File: config.mk
export PLATFORM = sky130hd
export DESIGN_NAME = ring_leader_election_node_flat
export DESIGN_NICKNAME = d
export VERILOG_FILES = /design/src/sv/rle_pkg.sv /design/src/sv/rle_if.sv /design/src/sv/ring_leader_election_node.sv /design/src/flat_wrapper.sv
export SDC_FILE = /design/constraint.sdc
export NUM_CORES = 1
export LEC_CHECK = 0
export BUFFER_PORTS_ARGS = -buffer_cell sky130_fd_sc_hd__buf_2
export CAP_MARGIN = 5
export CORE_ASPECT_RATIO = 0.6
export CORE_MARGIN = 10
export CORE_UTILIZATION = 45
export DETAILED_ROUTE_END_ITERATION = 7
export MAX_ROUTING_LAYER = met4
export PLACE_DENSITY_LB_ADDON = 0.08
export SLEW_MARGIN = 20
export SYNTH_ARGS = -nofsm -noshare
export SYNTH_HDL_FRONTEND = slang
export SYNTH_SLANG_ARGS = --single-unit
File: constraint.sdc
create_clock -name i_clk -period 11 [get_ports i_clk]
set_clock_uncertainty 0.1 [all_clocks]
set_input_delay 2.2 -clock i_clk [delete_from_list [all_inputs] [get_ports i_clk]]
set_output_delay 2.2 -clock i_clk [all_outputs]
set_load 0.1 [all_outputs]
File: src/sv/rle_pkg.sv
// Package for the ring leader election node: message type codes and
// countdown and phase constants. No dependencies.
package rle_pkg;

    localparam logic [1:0] MT_NULL   = 2'd0;
    localparam logic [1:0] MT_SELECT = 2'd1;
    localparam logic [1:0] MT_NOTIFY = 2'd2;

    // exit countdown start value and phase saturation point
    localparam logic [1:0] CD_START  = 2'd2;
    localparam int         PHASE_W   = 5;
    localparam logic [PHASE_W-1:0] PHASE_MAX = 5'd31;

endpackage

File: src/sv/rle_if.sv
// Valid/ready channel interfaces of the ring leader election node: one round
// of received messages in, one round of sent messages out. No dependencies.
interface ring_round_if #(
    parameter int UID_BITS = 16,
    parameter int HOP_BITS = 16
);
    logic                valid;
    logic                ready;
    logic [1:0]          pred_type;
    logic [UID_BITS-1:0] pred_uid;
    logic                pred_inbound;
    logic [HOP_BITS-1:0] pred_hops;
    logic [1:0]          succ_type;
    logic [UID_BITS-1:0] succ_uid;
    logic                succ_inbound;
    logic [HOP_BITS-1:0] succ_hops;

    modport source (
        output valid, pred_type, pred_uid, pred_inbound, pred_hops,
               succ_type, succ_uid, succ_inbound, succ_hops,
        input  ready
    );
    modport sink (
        input  valid, pred_type, pred_uid, pred_inbound, pred_hops,
               succ_type, succ_uid, succ_inbound, succ_hops,
        output ready
    );
endinterface

interface ring_result_if #(
    parameter int UID_BITS = 16,
    parameter int HOP_BITS = 16
);
    logic                valid;
    logic                ready;
    logic                to_pred_valid;
    logic [1:0]          to_pred_type;
    logic [UID_BITS-1:0] to_pred_uid;
    logic                to_pred_inbound;
    logic [HOP_BITS-1:0] to_pred_hops;
    logic                to_succ_valid;
    logic [1:0]          to_succ_type;
    logic [UID_BITS-1:0] to_succ_uid;
    logic                to_succ_inbound;
    logic [HOP_BITS-1:0] to_succ_hops;
    logic                is_leader;
    logic                exited;

    modport source (
        output valid, to_pred_valid, to_pred_type, to_pred_uid, to_pred_inbound,
               to_pred_hops, to_succ_valid, to_succ_type, to_succ_uid,
               to_succ_inbound, to_succ_hops, is_leader, exited,
        input  ready
    );
    modport sink (
        input  valid, to_pred_valid, to_pred_type, to_pred_uid, to_pred_inbound,
               to_pred_hops, to_succ_valid, to_succ_type, to_succ_uid,
               to_succ_inbound, to_succ_hops, is_leader, exited,
        output ready
    );
endinterface

File: src/sv/ring_leader_election_node.sv
// One node of a bidirectional ring running Hirschberg-Sinclair election.
// Depends on rle_pkg and the channel interfaces in rle_if.sv.
//
// Usage:
//   i_in carries one ring round per transaction: the messages received from
//   the predecessor and from the successor. o_out returns one transaction per
//   round: the messages sent this round (prepared in the previous round and
//   gated by channel state), the leader flag and the exited flag.
//   The APB port holds node_uid at byte address 0; writing it restarts the
//   node with fresh probes carrying the new identifier. Write it only while
//   no round is in flight.
// Pipeline:
//   An accepted round's result is loaded into the output register in the
//   cycle after acceptance; one round per cycle while o_out is not stalled.
//   The round logic is a single compare-and-select pass from the input port
//   into the state and result registers.
// Reset and stall:
//   Reset loads node_uid 0 and the restart state. While o_out is stalled the
//   result register holds one round and i_in.ready drops in the same cycle;
//   a round is still taken when the waiting result leaves in that cycle.
module ring_leader_election_node #(
    parameter int UID_BITS = 16,
    parameter int HOP_BITS = 16
) (
    input  logic                  i_clk,
    input  logic                  i_rst_n,
    ring_round_if.sink            i_in,
    ring_result_if.source         o_out,
    input  logic                  psel,
    input  logic                  penable,
    input  logic                  pwrite,
    input  logic [2:0]            paddr,
    input  logic [((UID_BITS > 32) ? 64 : 32)-1:0] pwdata,
    output logic [((UID_BITS > 32) ? 64 : 32)-1:0] prdata,
    output logic                  pready
);

    localparam int DATA_BITS = (UID_BITS > 32) ? 64 : 32;
    localparam int PW        = rle_pkg::PHASE_W;

    typedef struct packed {
        logic [1:0]          mtype;
        logic [UID_BITS-1:0] uid;
        logic                inbound;
        logic [HOP_BITS-1:0] hops;
    } t_msg;

    // state
    logic [UID_BITS-1:0] r_uid;
    t_msg                r_pend_pred, n_pend_pred;
    t_msg                r_pend_succ, n_pend_succ;
    logic [PW-1:0]       r_phase, n_phase;
    logic                r_leader, n_leader;
    logic [1:0]          r_own_cd, n_own_cd;
    logic [1:0]          r_succ_cd, n_succ_cd;
    logic                r_pred_closed, n_pred_closed;

    // result register
    logic                r_out_valid;
    t_msg                r_to_pred, n_to_pred;
    t_msg                r_to_succ, n_to_succ;
    logic                r_to_pred_valid, n_to_pred_valid;
    logic                r_to_succ_valid, n_to_succ_valid;
    logic                r_is_leader, n_is_leader;
    logic                r_exited, n_exited;

    logic    in_acc;
    logic    out_acc;
    logic    cfg_wr;
    logic    pred_open;
    logic    succ_open;
    t_msg    fp, fs;
    t_msg    restart_msg;
    logic [PW-1:0]       ph_next;
    logic [HOP_BITS-1:0] ph_hops;

    assign pready   = 1'b1;
    assign cfg_wr   = psel && penable && pwrite && pready && (paddr[2] == 1'b0);
    assign prdata   = (paddr[2] == 1'b0) ? DATA_BITS'(r_uid) : '0;

    assign i_in.ready = !r_out_valid || o_out.ready;
    assign in_acc     = i_in.valid && i_in.ready;
    assign out_acc    = o_out.valid && o_out.ready;

    assign pred_open = !r_pred_closed;
    assign succ_open = (r_succ_cd != 2'd0);

    assign restart_msg = '{mtype: rle_pkg::MT_SELECT, uid: UID_BITS'(pwdata),
                           inbound: 1'b0, hops: HOP_BITS'(1)};

    // next phase and its probe distance
    assign ph_next = (r_phase < rle_pkg::PHASE_MAX) ? r_phase + PW'(1) : r_phase;
    assign ph_hops = (int'(ph_next) >= HOP_BITS) ? '1 : (HOP_BITS'(1) << ph_next);

    always_comb begin
        fp = pred_open ? t_msg'{i_in.pred_type, i_in.pred_uid, i_in.pred_inbound,
                                i_in.pred_hops} : '0;
        fs = succ_open ? t_msg'{i_in.succ_type, i_in.succ_uid, i_in.succ_inbound,
                                i_in.succ_hops} : '0;

        n_pend_pred   = r_pend_pred;
        n_pend_succ   = r_pend_succ;
        n_phase       = r_phase;
        n_leader      = r_leader;
        n_own_cd      = r_own_cd;
        n_succ_cd     = r_succ_cd;
        n_pred_closed = r_pred_closed;

        n_to_pred_valid = 1'b0;
        n_to_succ_valid = 1'b0;
        n_to_pred       = '0;
        n_to_succ       = '0;

        if (r_own_cd != 2'd0) begin
            n_to_pred_valid = pred_open;
            n_to_succ_valid = succ_open;
            n_to_pred       = pred_open ? r_pend_pred : '0;
            n_to_succ       = succ_open ? r_pend_succ : '0;

            n_pend_pred = '0;
            n_pend_succ = '0;
            if (n_own_cd == 2'd1) n_own_cd = 2'd0;
            if (n_succ_cd == 2'd1) n_succ_cd = 2'd0;

            // leader notification from predecessor
            if (fp.mtype == rle_pkg::MT_NOTIFY && !fp.inbound) begin
                n_pred_closed = 1'b1;
                if (r_leader) begin
                    n_succ_cd = 2'd0;
                    n_own_cd  = 2'd0;
                end else begin
                    n_pend_succ = fp;
                    if (n_own_cd != 2'd0) n_own_cd = n_own_cd - 2'd1;
                end
            end

            // outbound probe from predecessor
            if (fp.mtype == rle_pkg::MT_SELECT && !fp.inbound) begin
                if (fp.uid > r_uid && fp.hops > HOP_BITS'(1)) begin
                    n_pend_succ = '{rle_pkg::MT_SELECT, fp.uid, 1'b0, fp.hops - HOP_BITS'(1)};
                end else if (fp.uid > r_uid && fp.hops == HOP_BITS'(1)) begin
                    n_pend_pred = '{rle_pkg::MT_SELECT, fp.uid, 1'b1, HOP_BITS'(1)};
                end else if (fp.uid == r_uid) begin
                    n_leader    = 1'b1;
                    n_pend_succ = '{rle_pkg::MT_NOTIFY, r_uid, 1'b0, HOP_BITS'(0)};
                    if (n_succ_cd != 2'd0) n_succ_cd = n_succ_cd - 2'd1;
                end
            end

            // outbound probe from successor
            if (fs.mtype == rle_pkg::MT_SELECT && !fs.inbound) begin
                if (fs.uid > r_uid && fs.hops > HOP_BITS'(1)) begin
                    n_pend_pred = '{rle_pkg::MT_SELECT, fs.uid, 1'b0, fs.hops - HOP_BITS'(1)};
                end else if (fs.uid > r_uid && fs.hops == HOP_BITS'(1)) begin
                    n_pend_succ = '{rle_pkg::MT_SELECT, fs.uid, 1'b1, HOP_BITS'(1)};
                end else if (fs.uid == r_uid) begin
                    n_leader = 1'b1;
                end
            end

            // relay returning probes of other nodes
            if (fp.mtype == rle_pkg::MT_SELECT && fp.uid != r_uid && fp.inbound &&
                fp.hops == HOP_BITS'(1)) begin
                n_pend_succ = fp;
            end
            if (fs.mtype == rle_pkg::MT_SELECT && fs.uid != r_uid && fs.inbound &&
                fs.hops == HOP_BITS'(1)) begin
                n_pend_pred = fs;
            end

            // both own probes back: advance phase
            if (fp.mtype == rle_pkg::MT_SELECT && fp.uid == r_uid && fp.inbound &&
                fp.hops == HOP_BITS'(1) &&
                fs.mtype == rle_pkg::MT_SELECT && fs.uid == r_uid && fs.inbound &&
                fs.hops == HOP_BITS'(1)) begin
                n_phase     = ph_next;
                n_pend_pred = '{rle_pkg::MT_SELECT, r_uid, 1'b0, ph_hops};
                n_pend_succ = '{rle_pkg::MT_SELECT, r_uid, 1'b0, ph_hops};
            end
        end

        n_is_leader = n_leader;
        n_exited    = (n_own_cd == 2'd0);
    end

    always_ff @(posedge i_clk) begin
        if (!i_rst_n) begin
            r_uid         <= '0;
            r_pend_pred   <= '{rle_pkg::MT_SELECT, UID_BITS'(0), 1'b0, HOP_BITS'(1)};
            r_pend_succ   <= '{rle_pkg::MT_SELECT, UID_BITS'(0), 1'b0, HOP_BITS'(1)};
            r_phase       <= '0;
            r_leader      <= 1'b0;
            r_own_cd      <= rle_pkg::CD_START;
            r_succ_cd     <= rle_pkg::CD_START;
            r_pred_closed <= 1'b0;
            r_out_valid   <= 1'b0;
        end else if (cfg_wr) begin
            // restart with the new identifier
            r_uid         <= UID_BITS'(pwdata);
            r_pend_pred   <= restart_msg;
            r_pend_succ   <= restart_msg;
            r_phase       <= '0;
            r_leader      <= 1'b0;
            r_own_cd      <= rle_pkg::CD_START;
            r_succ_cd     <= rle_pkg::CD_START;
            r_pred_closed <= 1'b0;
        end else begin
            if (in_acc) begin
                r_pend_pred   <= n_pend_pred;
                r_pend_succ   <= n_pend_succ;
                r_phase       <= n_phase;
                r_leader      <= n_leader;
                r_own_cd      <= n_own_cd;
                r_succ_cd     <= n_succ_cd;
                r_pred_closed <= n_pred_closed;
                r_out_valid   <= 1'b1;
            end else if (out_acc) begin
                r_out_valid   <= 1'b0;
            end
        end
    end

    // result payload: no reset needed
    always_ff @(posedge i_clk) begin
        if (in_acc) begin
            r_to_pred       <= n_to_pred;
            r_to_succ       <= n_to_succ;
            r_to_pred_valid <= n_to_pred_valid;
            r_to_succ_valid <= n_to_succ_valid;
            r_is_leader     <= n_is_leader;
            r_exited        <= n_exited;
        end
    end

    assign o_out.valid           = r_out_valid;
    assign o_out.to_pred_valid   = r_to_pred_valid;
    assign o_out.to_pred_type    = r_to_pred.mtype;
    assign o_out.to_pred_uid     = r_to_pred.uid;
    assign o_out.to_pred_inbound = r_to_pred.inbound;
    assign o_out.to_pred_hops    = r_to_pred.hops;
    assign o_out.to_succ_valid   = r_to_succ_valid;
    assign o_out.to_succ_type    = r_to_succ.mtype;
    assign o_out.to_succ_uid     = r_to_succ.uid;
    assign o_out.to_succ_inbound = r_to_succ.inbound;
    assign o_out.to_succ_hops    = r_to_succ.hops;
    assign o_out.is_leader       = r_is_leader;
    assign o_out.exited          = r_exited;

    // a closed predecessor side never sends
    a_pred_closed_silent: assert property (@(posedge i_clk) disable iff (!i_rst_n)
        (in_acc && r_pred_closed && !cfg_wr) |=> (o_out.valid && !o_out.to_pred_valid))
        else $error("message sent on closed predecessor side");

    // once exited, rounds leave the node exited
    a_exit_sticky: assert property (@(posedge i_clk) disable iff (!i_rst_n)
        (in_acc && r_own_cd == 2'd0 && !cfg_wr) |=> (r_own_cd == 2'd0 && o_out.exited))
        else $error("node left exited state without restart");

    // leader flag only clears on restart
    a_leader_sticky: assert property (@(posedge i_clk) disable iff (!i_rst_n)
        (r_leader && !cfg_wr) |=> r_leader)
        else $error("leader flag dropped");

    // intake never blocks while the result register is empty
    a_ready_when_empty: assert property (@(posedge i_clk) disable iff (!i_rst_n)
        !r_out_valid |-> i_in.ready)
        else $error("input stalled with empty result register");

endmodule

File: src/flat_wrapper.sv
// flat-port wrapper written by rule: the top's interface ports become plain ports
module ring_leader_election_node_flat 
#(
    parameter int UID_BITS = 16,
    parameter int HOP_BITS = 16
)
  (i_clk, i_rst_n, psel, penable, pwrite, paddr, pwdata, prdata, pready, i_in_valid, i_in_pred_type, i_in_pred_uid, i_in_pred_inbound, i_in_pred_hops, i_in_succ_type, i_in_succ_uid, i_in_succ_inbound, i_in_succ_hops, i_in_ready, o_out_valid, o_out_to_pred_valid, o_out_to_pred_type, o_out_to_pred_uid, o_out_to_pred_inbound, o_out_to_pred_hops, o_out_to_succ_valid, o_out_to_succ_type, o_out_to_succ_uid, o_out_to_succ_inbound, o_out_to_succ_hops, o_out_is_leader, o_out_exited, o_out_ready);
  ring_round_if #(.UID_BITS(UID_BITS), .HOP_BITS(HOP_BITS)) i_in_i ();
  ring_result_if #(.UID_BITS(UID_BITS), .HOP_BITS(HOP_BITS)) o_out_i ();
  input  logic i_clk;
  input  logic i_rst_n;
  input  logic psel;
  input  logic penable;
  input  logic pwrite;
  input  logic [2:0] paddr;
  input  logic [((UID_BITS > 32) ? 64 : 32)-1:0] pwdata;
  output logic [((UID_BITS > 32) ? 64 : 32)-1:0] prdata;
  output logic pready;
  input wire logic [$bits(i_in_i.valid)-1:0] i_in_valid;
  input wire logic [$bits(i_in_i.pred_type)-1:0] i_in_pred_type;
  input wire logic [$bits(i_in_i.pred_uid)-1:0] i_in_pred_uid;
  input wire logic [$bits(i_in_i.pred_inbound)-1:0] i_in_pred_inbound;
  input wire logic [$bits(i_in_i.pred_hops)-1:0] i_in_pred_hops;
  input wire logic [$bits(i_in_i.succ_type)-1:0] i_in_succ_type;
  input wire logic [$bits(i_in_i.succ_uid)-1:0] i_in_succ_uid;
  input wire logic [$bits(i_in_i.succ_inbound)-1:0] i_in_succ_inbound;
  input wire logic [$bits(i_in_i.succ_hops)-1:0] i_in_succ_hops;
  output wire logic [$bits(i_in_i.ready)-1:0] i_in_ready;
  output wire logic [$bits(o_out_i.valid)-1:0] o_out_valid;
  output wire logic [$bits(o_out_i.to_pred_valid)-1:0] o_out_to_pred_valid;
  output wire logic [$bits(o_out_i.to_pred_type)-1:0] o_out_to_pred_type;
  output wire logic [$bits(o_out_i.to_pred_uid)-1:0] o_out_to_pred_uid;
  output wire logic [$bits(o_out_i.to_pred_inbound)-1:0] o_out_to_pred_inbound;
  output wire logic [$bits(o_out_i.to_pred_hops)-1:0] o_out_to_pred_hops;
  output wire logic [$bits(o_out_i.to_succ_valid)-1:0] o_out_to_succ_valid;
  output wire logic [$bits(o_out_i.to_succ_type)-1:0] o_out_to_succ_type;
  output wire logic [$bits(o_out_i.to_succ_uid)-1:0] o_out_to_succ_uid;
  output wire logic [$bits(o_out_i.to_succ_inbound)-1:0] o_out_to_succ_inbound;
  output wire logic [$bits(o_out_i.to_succ_hops)-1:0] o_out_to_succ_hops;
  output wire logic [$bits(o_out_i.is_leader)-1:0] o_out_is_leader;
  output wire logic [$bits(o_out_i.exited)-1:0] o_out_exited;
  input wire logic [$bits(o_out_i.ready)-1:0] o_out_ready;
  assign i_in_i.valid = i_in_valid;
  assign i_in_i.pred_type = i_in_pred_type;
  assign i_in_i.pred_uid = i_in_pred_uid;
  assign i_in_i.pred_inbound = i_in_pred_inbound;
  assign i_in_i.pred_hops = i_in_pred_hops;
  assign i_in_i.succ_type = i_in_succ_type;
  assign i_in_i.succ_uid = i_in_succ_uid;
  assign i_in_i.succ_inbound = i_in_succ_inbound;
  assign i_in_i.succ_hops = i_in_succ_hops;
  assign i_in_ready = i_in_i.ready;
  assign o_out_valid = o_out_i.valid;
  assign o_out_to_pred_valid = o_out_i.to_pred_valid;
  assign o_out_to_pred_type = o_out_i.to_pred_type;
  assign o_out_to_pred_uid = o_out_i.to_pred_uid;
  assign o_out_to_pred_inbound = o_out_i.to_pred_inbound;
  assign o_out_to_pred_hops = o_out_i.to_pred_hops;
  assign o_out_to_succ_valid = o_out_i.to_succ_valid;
  assign o_out_to_succ_type = o_out_i.to_succ_type;
  assign o_out_to_succ_uid = o_out_i.to_succ_uid;
  assign o_out_to_succ_inbound = o_out_i.to_succ_inbound;
  assign o_out_to_succ_hops = o_out_i.to_succ_hops;
  assign o_out_is_leader = o_out_i.is_leader;
  assign o_out_exited = o_out_i.exited;
  assign o_out_i.ready = o_out_ready;
  ring_leader_election_node #(.UID_BITS(UID_BITS), .HOP_BITS(HOP_BITS)) u_core (.i_clk(i_clk), .i_rst_n(i_rst_n), .i_in(i_in_i), .o_out(o_out_i), .psel(psel), .penable(penable), .pwrite(pwrite), .paddr(paddr), .pwdata(pwdata), .prdata(prdata), .pready(pready));
endmodule
**Word-level counts from Yosys, hierarchy flattened**

Index checks and enable logic that the tools add are counted.

- Reductions and logical operators: 46
- $lt $le $gt $ge: 6
- $mul: 0
- Bitwise operators: 4
- Equality and inequality tests: 11
- Add/sub/neg operators: 5
- Shifts and indexed selects: 1
- Div/mod/pow operators: 0
- Multiplexer cells: 55

Operators with widths:

| kind | number |
|---|---|
| 35-bit 2-to-1 mux | 19 |
| 33-bit 2-to-1 mux | 6 |
| 34-bit 2-to-1 mux | 1 |
| 16-bit by 1-bit == test with 1-bit output, second input constant | 2 |
| 16-bit == test | 2 |
| 16-bit by 1-bit > comparator with 1-bit output, second input constant | 2 |
| 16-bit > comparator | 2 |
| 16-bit 2-to-1 mux | 2 |
| 16-bit inequality test | 2 |
| 16-bit by 1-bit subtractor with 16-bit output, second input constant | 2 |
| 2-bit 2-to-1 mux | 15 |
| 1-bit logical AND | 25 |
| 1-bit by 5-bit << shifter with 16-bit output, first input constant | 1 |
| 2-bit nonzero test | 7 |
| 1-bit 2-to-1 mux | 11 |
| 2-bit by 1-bit == test with 1-bit output, second input constant | 4 |
| 2-bit AND reduction | 4 |
| 3-bit AND reduction | 2 |
| 5-bit by 1-bit adder with 5-bit output, second input constant | 1 |
| 5-bit greater-or-equal comparator, second input constant | 1 |
| 5-bit less-than comparator, second input constant | 1 |
| 5-bit 2-to-1 mux | 1 |
| 1-bit zero test | 4 |
| 1-bit inverter | 4 |
| other kinds (5) | 7 |

- Output and inout bits: 109
- Flip-flop bits (word level): 172
- RAM bits: 0
- Latch bits: 0
- Input port bits: 112
- Bits in read-only memories: 0
- Memories kept: 0
- Logic and storage cells: 155

**Longest topological paths before layout**

- Depth after elaboration: 16
- Depth in mapped cells: 16

**Worst setup path before layout**

Ideal clock, no wire load.

- Kind: input to register
- Start: input o_out_ready
- End: register u_core.r_pend_succ[23] (netlist name)
- Stages on the path: 8
- Arrival: 5.971 ns
- Library setup time: 0.121 ns
- Data required time: 10.779 ns
- Setup slack: 4.808 ns
- Cells stage by stage: nand2b_1 -> nand2_1 -> inv_1 -> o21ai_1 -> clkbuf_1 -> a221oi_1 -> o21ai_1 -> o2bb2ai_1

- Longest elaborated chain between the ends: 4

Ends and longest elaborated chain:

| item | line | text |
|---|---|---|
| start: declaration | flat_wrapper.sv:42 | `input wire logic [$bits(o_out_i.ready)-1:0] o_out_ready;` |
| 1-bit logical OR | ring_leader_election_node.sv:81 | `assign i_in.ready = !r_out_valid \|\| o_out.ready;` |
| 1-bit logical AND | ring_leader_election_node.sv:82 | `assign in_acc = i_in.valid && i_in.ready;` |
| net u_core.in_acc | ring_leader_election_node.sv:67 | `logic in_acc;` |
| 2-bit nonzero test (no line) | -- |  |
| 2-bit AND reduction (no line) | -- |  |
| end signal: assignment | ring_leader_election_node.sv:190 | `r_pend_succ <= '{rle_pkg::MT_SELECT, UID_BITS'(0), 1'b0, HOP_BITS'(1)};` |
| end signal: assignment | ring_leader_election_node.sv:201 | `r_pend_succ <= restart_msg;` |
| end signal: assignment | ring_leader_election_node.sv:210 | `r_pend_succ <= n_pend_succ;` |
| end: declaration | ring_leader_election_node.sv:51 | `t_msg r_pend_succ, n_pend_succ;` |

The timed path passes the listed nets, and every way through them passes these cells.
A chain may end at the register's enable or synchronous reset.

**Worst setup path after layout**

- Start: input i_in_pred_uid[8]
- End: register u_core.r_pend_pred[0] (netlist name)

- Longest elaborated chain between the ends: 10
- Elaborated cells between the ends (all ways): 19

Ends and longest elaborated chain:

| item | line | text |
|---|---|---|
| start: declaration | flat_wrapper.sv:21 | `input wire logic [$bits(i_in_i.pred_uid)-1:0] i_in_pred_uid;` |
| 35-bit 2-to-1 mux * | ring_leader_election_node.sv:96 | `fp = pred_open ? t_msg'{i_in.pred_type, i_in.pred_uid, i_in.pred_inbound,` |
| 16-bit > comparator / 16-bit == test (equally long branches) | ring_leader_election_node.sv:139, ring_leader_election_node.sv:141, ring_leader_election_node.sv:172 |  |
| 1-bit logical AND, on equally long branches | ring_leader_election_node.sv:141, ring_leader_election_node.sv:172 |  |
| 34-bit 2-to-1 mux / 1-bit logical AND (equally long branches) | ring_leader_election_node.sv:141, ring_leader_election_node.sv:172 |  |
| 35-bit 2-to-1 mux / 1-bit logical AND (equally long branches) | ring_leader_election_node.sv:139, ring_leader_election_node.sv:172 |  |
| 35-bit 2-to-1 mux / 1-bit logical AND (equally long branches) | ring_leader_election_node.sv:138, ring_leader_election_node.sv:173 |  |
| 35-bit 2-to-1 mux / 1-bit logical AND (equally long branches) | ring_leader_election_node.sv:152, ring_leader_election_node.sv:174 |  |
| 35-bit 2-to-1 mux / 1-bit logical AND (equally long branches) | ring_leader_election_node.sv:151, ring_leader_election_node.sv:174 |  |
| 35-bit 2-to-1 mux / 1-bit logical AND (equally long branches) | ring_leader_election_node.sv:166, ring_leader_election_node.sv:174 |  |
| 35-bit 2-to-1 mux * | ring_leader_election_node.sv:172 | `if (fp.mtype == rle_pkg::MT_SELECT && fp.uid == r_uid && fp.inbound &&` |
| end signal: assignment | ring_leader_election_node.sv:189 | `r_pend_pred <= '{rle_pkg::MT_SELECT, UID_BITS'(0), 1'b0, HOP_BITS'(1)};` |
| end signal: assignment | ring_leader_election_node.sv:200 | `r_pend_pred <= restart_msg;` |
| end signal: assignment | ring_leader_election_node.sv:209 | `r_pend_pred <= n_pend_pred;` |
| end: declaration | ring_leader_election_node.sv:50 | `t_msg r_pend_pred, n_pend_pred;` |

Every way passes the cells marked *; elsewhere a longest branch is shown, timed or not.

==> metrics.txt <==
vias=9540; Main synth FF type=dfxtp_1; WL/cell=22.99 um; I/O pins=~220; chip width=roughly 210 um; hold_buf cts=0; synthesis warning total=0; highest clock frequency the design can meet=around 0.18 GHz; Synth Instances=about 1200; drt pass-1 iters=6; TritonCTS clock tree=done; post_cts resized=0; Post-DRT Antenna Nets=0; Synth area leaders=edfxtp_1, dfxtp_1, and2_1; clock slew at the register clock pins of the worst setup and hold paths=around 70 ps; initial antenna violation count=3; flip-flop and latch area=4184 um^2; crit-path max cell delay=slightly below 1000 ps; max-cap viol count=0; synthesized area=~10000 um^2; post-synthesis async set-or-reset flop share=0; vias per std cell=roughly 6; Area Growth Syn to Fin=16.31%; number of global-route vias before repair=slightly below 9000; CTS Buf Count=17; area leader, netlist=edfxtp_1; most frequent cells after synthesis=nand2_1, dfxtp_1, nor2_1; PwrDens=141.7 nW/um^2; post-route DRC violation count=0; Finished Cell Area=11610 um^2; kind of start point of the critical path=input port; Worst Path Max Fanout=17; status=completed; total track usage=0.2605; critical path class=in -> reg; filler cell count=between 2000 and 2500; Hold Fails Final Rpt=0; Core Region=around 22000 um^2; sequential element share of the synthesized area=0.4193; EDFF count, synth=74; Place WS=about 5000 ps; area occupied by multi-input gates=about 5400 um^2; flops & latches, synth=around 170; RSZ-0062 raised after global routing=false; first-pass GRT wire length=roughly 55000 um; WL final=~37000 um; CTS Buffer Depth=2; Port Buf Inserts=between 150 and 200; Tcrit/Tclk final=0.5158; setup slack after layout=5326 ps; worst-skew pair later-pin latency=approximately 440 ps; Hold Crit Class=reg -> reg; Worst EP required=between 10000 and 15000 ps; most used cell, CP=nor3_1; crit path cell chain=buf_2 > nor2b_1 > ha_1 > nand4_1 > nor3_1 > a21bo_2 > a31oi_1 > nand3_1 > nor3b_4 > nor3_1 > o21bai_1; post-CTS setup buffers=0; Detail Placement HPWL=between 20000 and 30000 um; Peak VDD IR=between 0.1 and 0.15 mV; initial drt markers=around 1200; arrival time at the worst endpoint=just under 6000 ps; Die H=about 140 um; largest net degree at the start of global routing=between 70 and 80; Yosys top cell area share=0.2227; Syn Area/Cell=slightly below 9 um^2; worst-margin pin slew=approximately 1100 ps; setup TNS=0 ps; grt total ovfl=0; Clk Tree Root Cell=clkbuf_16; min Tclk post-route=between 5000 and 6000 ps; Placement Cell Area=around 11000 um^2; H-tree depth=4; Final setup viols=0; Starting Density=0.4554; static leakage power=around 4.6 nW; layout cells sized above 1=0.2070; count leader, synth=nand2_1; Sink Count=about 170; Std-Cell Rows=42; die area=between 20000 and 30000 um^2; gp weighted congestion=0.9428; count of pins over their slew limit=0; slew margin rel.=0.2575; crit end category=flip-flop; count of cell types in the netlist=between 80 and 90; Slowest-stage cell, CP=nor3b_4; nets=1450
-- power breakdown --
| group | total, mW | internal (mW) | leakage (nW) | switching (mW) |
|---|---|---|---|---|
| registers | 0.706 | 0.694 | 1.53 | 0.0124 |
| clock network | 0.599 | 0.316 | 0.269 | 0.282 |
| logic | 0.340 | 0.0701 | 2.80 | 0.270 |
-- layer usage --
| layer | vias up | part of all wire | wire length, um | global-route usage |
|---|---|---|---|---|
| met2 | 519 | 0.37 | 13790 | 0.3128 |
| li1 | 4470 | - | - | - |
| met5 | - | 0 | 0 | - |
| met1 | 4525 | 0.51 | 18750 | 0.3998 |
| met4 | 0 | 0.0076 | 280 | 0.05093 |
| met3 | 26 | 0.11 | 4090 | 0.08595 |
-- metrics by stage --
| step | utilization | hold slack (ps) | instances | power (mW) |
|---|---|---|---|---|
| 2_1_floorplan | - | 331.7 | 1167 | 0.9738 |
| 3_3_place_gp | 0.5033 | 345.2 | 1568 | 1.054 |
| 3_5_place_dp | 0.5033 | 346.1 | 1568 | 1.056 |
| 4_1_cts | 0.5291 | 355.9 | 1600 | 1.646 |
| 5_1_grt | 0.5295 | 379.3 | 1603 | 1.698 |
| 6_report | 0.5297 | 352.6 | 1605 | 1.645 |
-- final timing paths --
check / startpoint / slack, ps / cells after the start / to
max reg2reg: u_core.r_succ_cd[0]$_SDFFE_PP0P_ / 6080 / 11 / u_core.r_pend_pred[6]$_SDFFE_PP0P_
min: u_core.r_pend_succ[16]$_SDFFE_PP0P_ / 350 / 2 / u_core.r_pend_succ[16]$_SDFFE_PP0P_
min reg2reg: u_core.r_pend_succ[16]$_SDFFE_PP0P_ / 350 / 2 / u_core.r_pend_succ[16]$_SDFFE_PP0P_
max: i_in_pred_uid[8] / 5330 / 11 / u_core.r_pend_pred[0]$_SDFFE_PP1P_
-- sequential cells by signal (all words and copies together) (netlist names), 5 cells and up --
| signal | flops |
|---|---|
| u_core.r_pend_succ | 35 |
| u_core.r_phase | 5 |
| u_core.o_out.to_succ_hops | 16 |
| u_core.o_out.to_pred_hops | 16 |
| u_core.r_uid | 16 |
| u_core.o_out.to_succ_uid | 16 |
| u_core.r_pend_pred | 35 |
| u_core.o_out.to_pred_uid | 16 |
-- layout make-up --
| cell class | instances | share of cell area |
|---|---|---|
| clock inverters | 14 | 0.01186 |
| clock buffers | 18 | 0.03697 |
| multi-input cells | 883 | 0.4611 |
| inverters | 29 | 0.009486 |
| flip-flops and latches | 172 | 0.3605 |
| well taps | 286 | 0.03083 |
| diodes | 5 | 0.001078 |
| repair buffers | 198 | 0.08817 |
-- worst max-delay path: cells and delay by family --
family / cells / cell delay [ps]
simple gates: 6 / 2560
buf+inv: 1 / 80
fa+ha+maj: 1 / 210
compound gates: 3 / 890
-- logic make-up (layout without fill, tap and decap cells) --
group,count (synthesis),after routing,synth area share
and+or+nand+nor,497,497,0.2579
DFF,172,172,0.4193
adders and majority gates,37,37,0.04639
muxes,3,3,0.003260
xor gates and xnor gates,9,9,0.007899
AOI/OAI and AO/OA,320,320,0.2124
buffers and inverters,112,259,0.05216
other,2,22,0.0007525
-- cells in the final DEF, fill, tap and decap left out, drive strengths merged, types with 5 or more instances in the layout --
master	n
dfxtp	98
a21boi	22
a211oi	5
o31ai	6
nand3	39
conb	17
nor2	105
clkbuf	18
nand2b	10
diode	5
a21oi	88
nor4	11
nand4	21
and2	89
or4	5
o221ai	7
edfxtp	74
inv	31
buf	198
a31oi	19
o21ai	72
xnor2	6
nand2	148
o2bb2ai	7
o22ai	12
nor3	18
or3	6
nor2b	26
a222oi	7
ha	37
clkinv	8
a22oi	15
a221oi	28
Note: power is estimated with default switching activity, not from simulation.
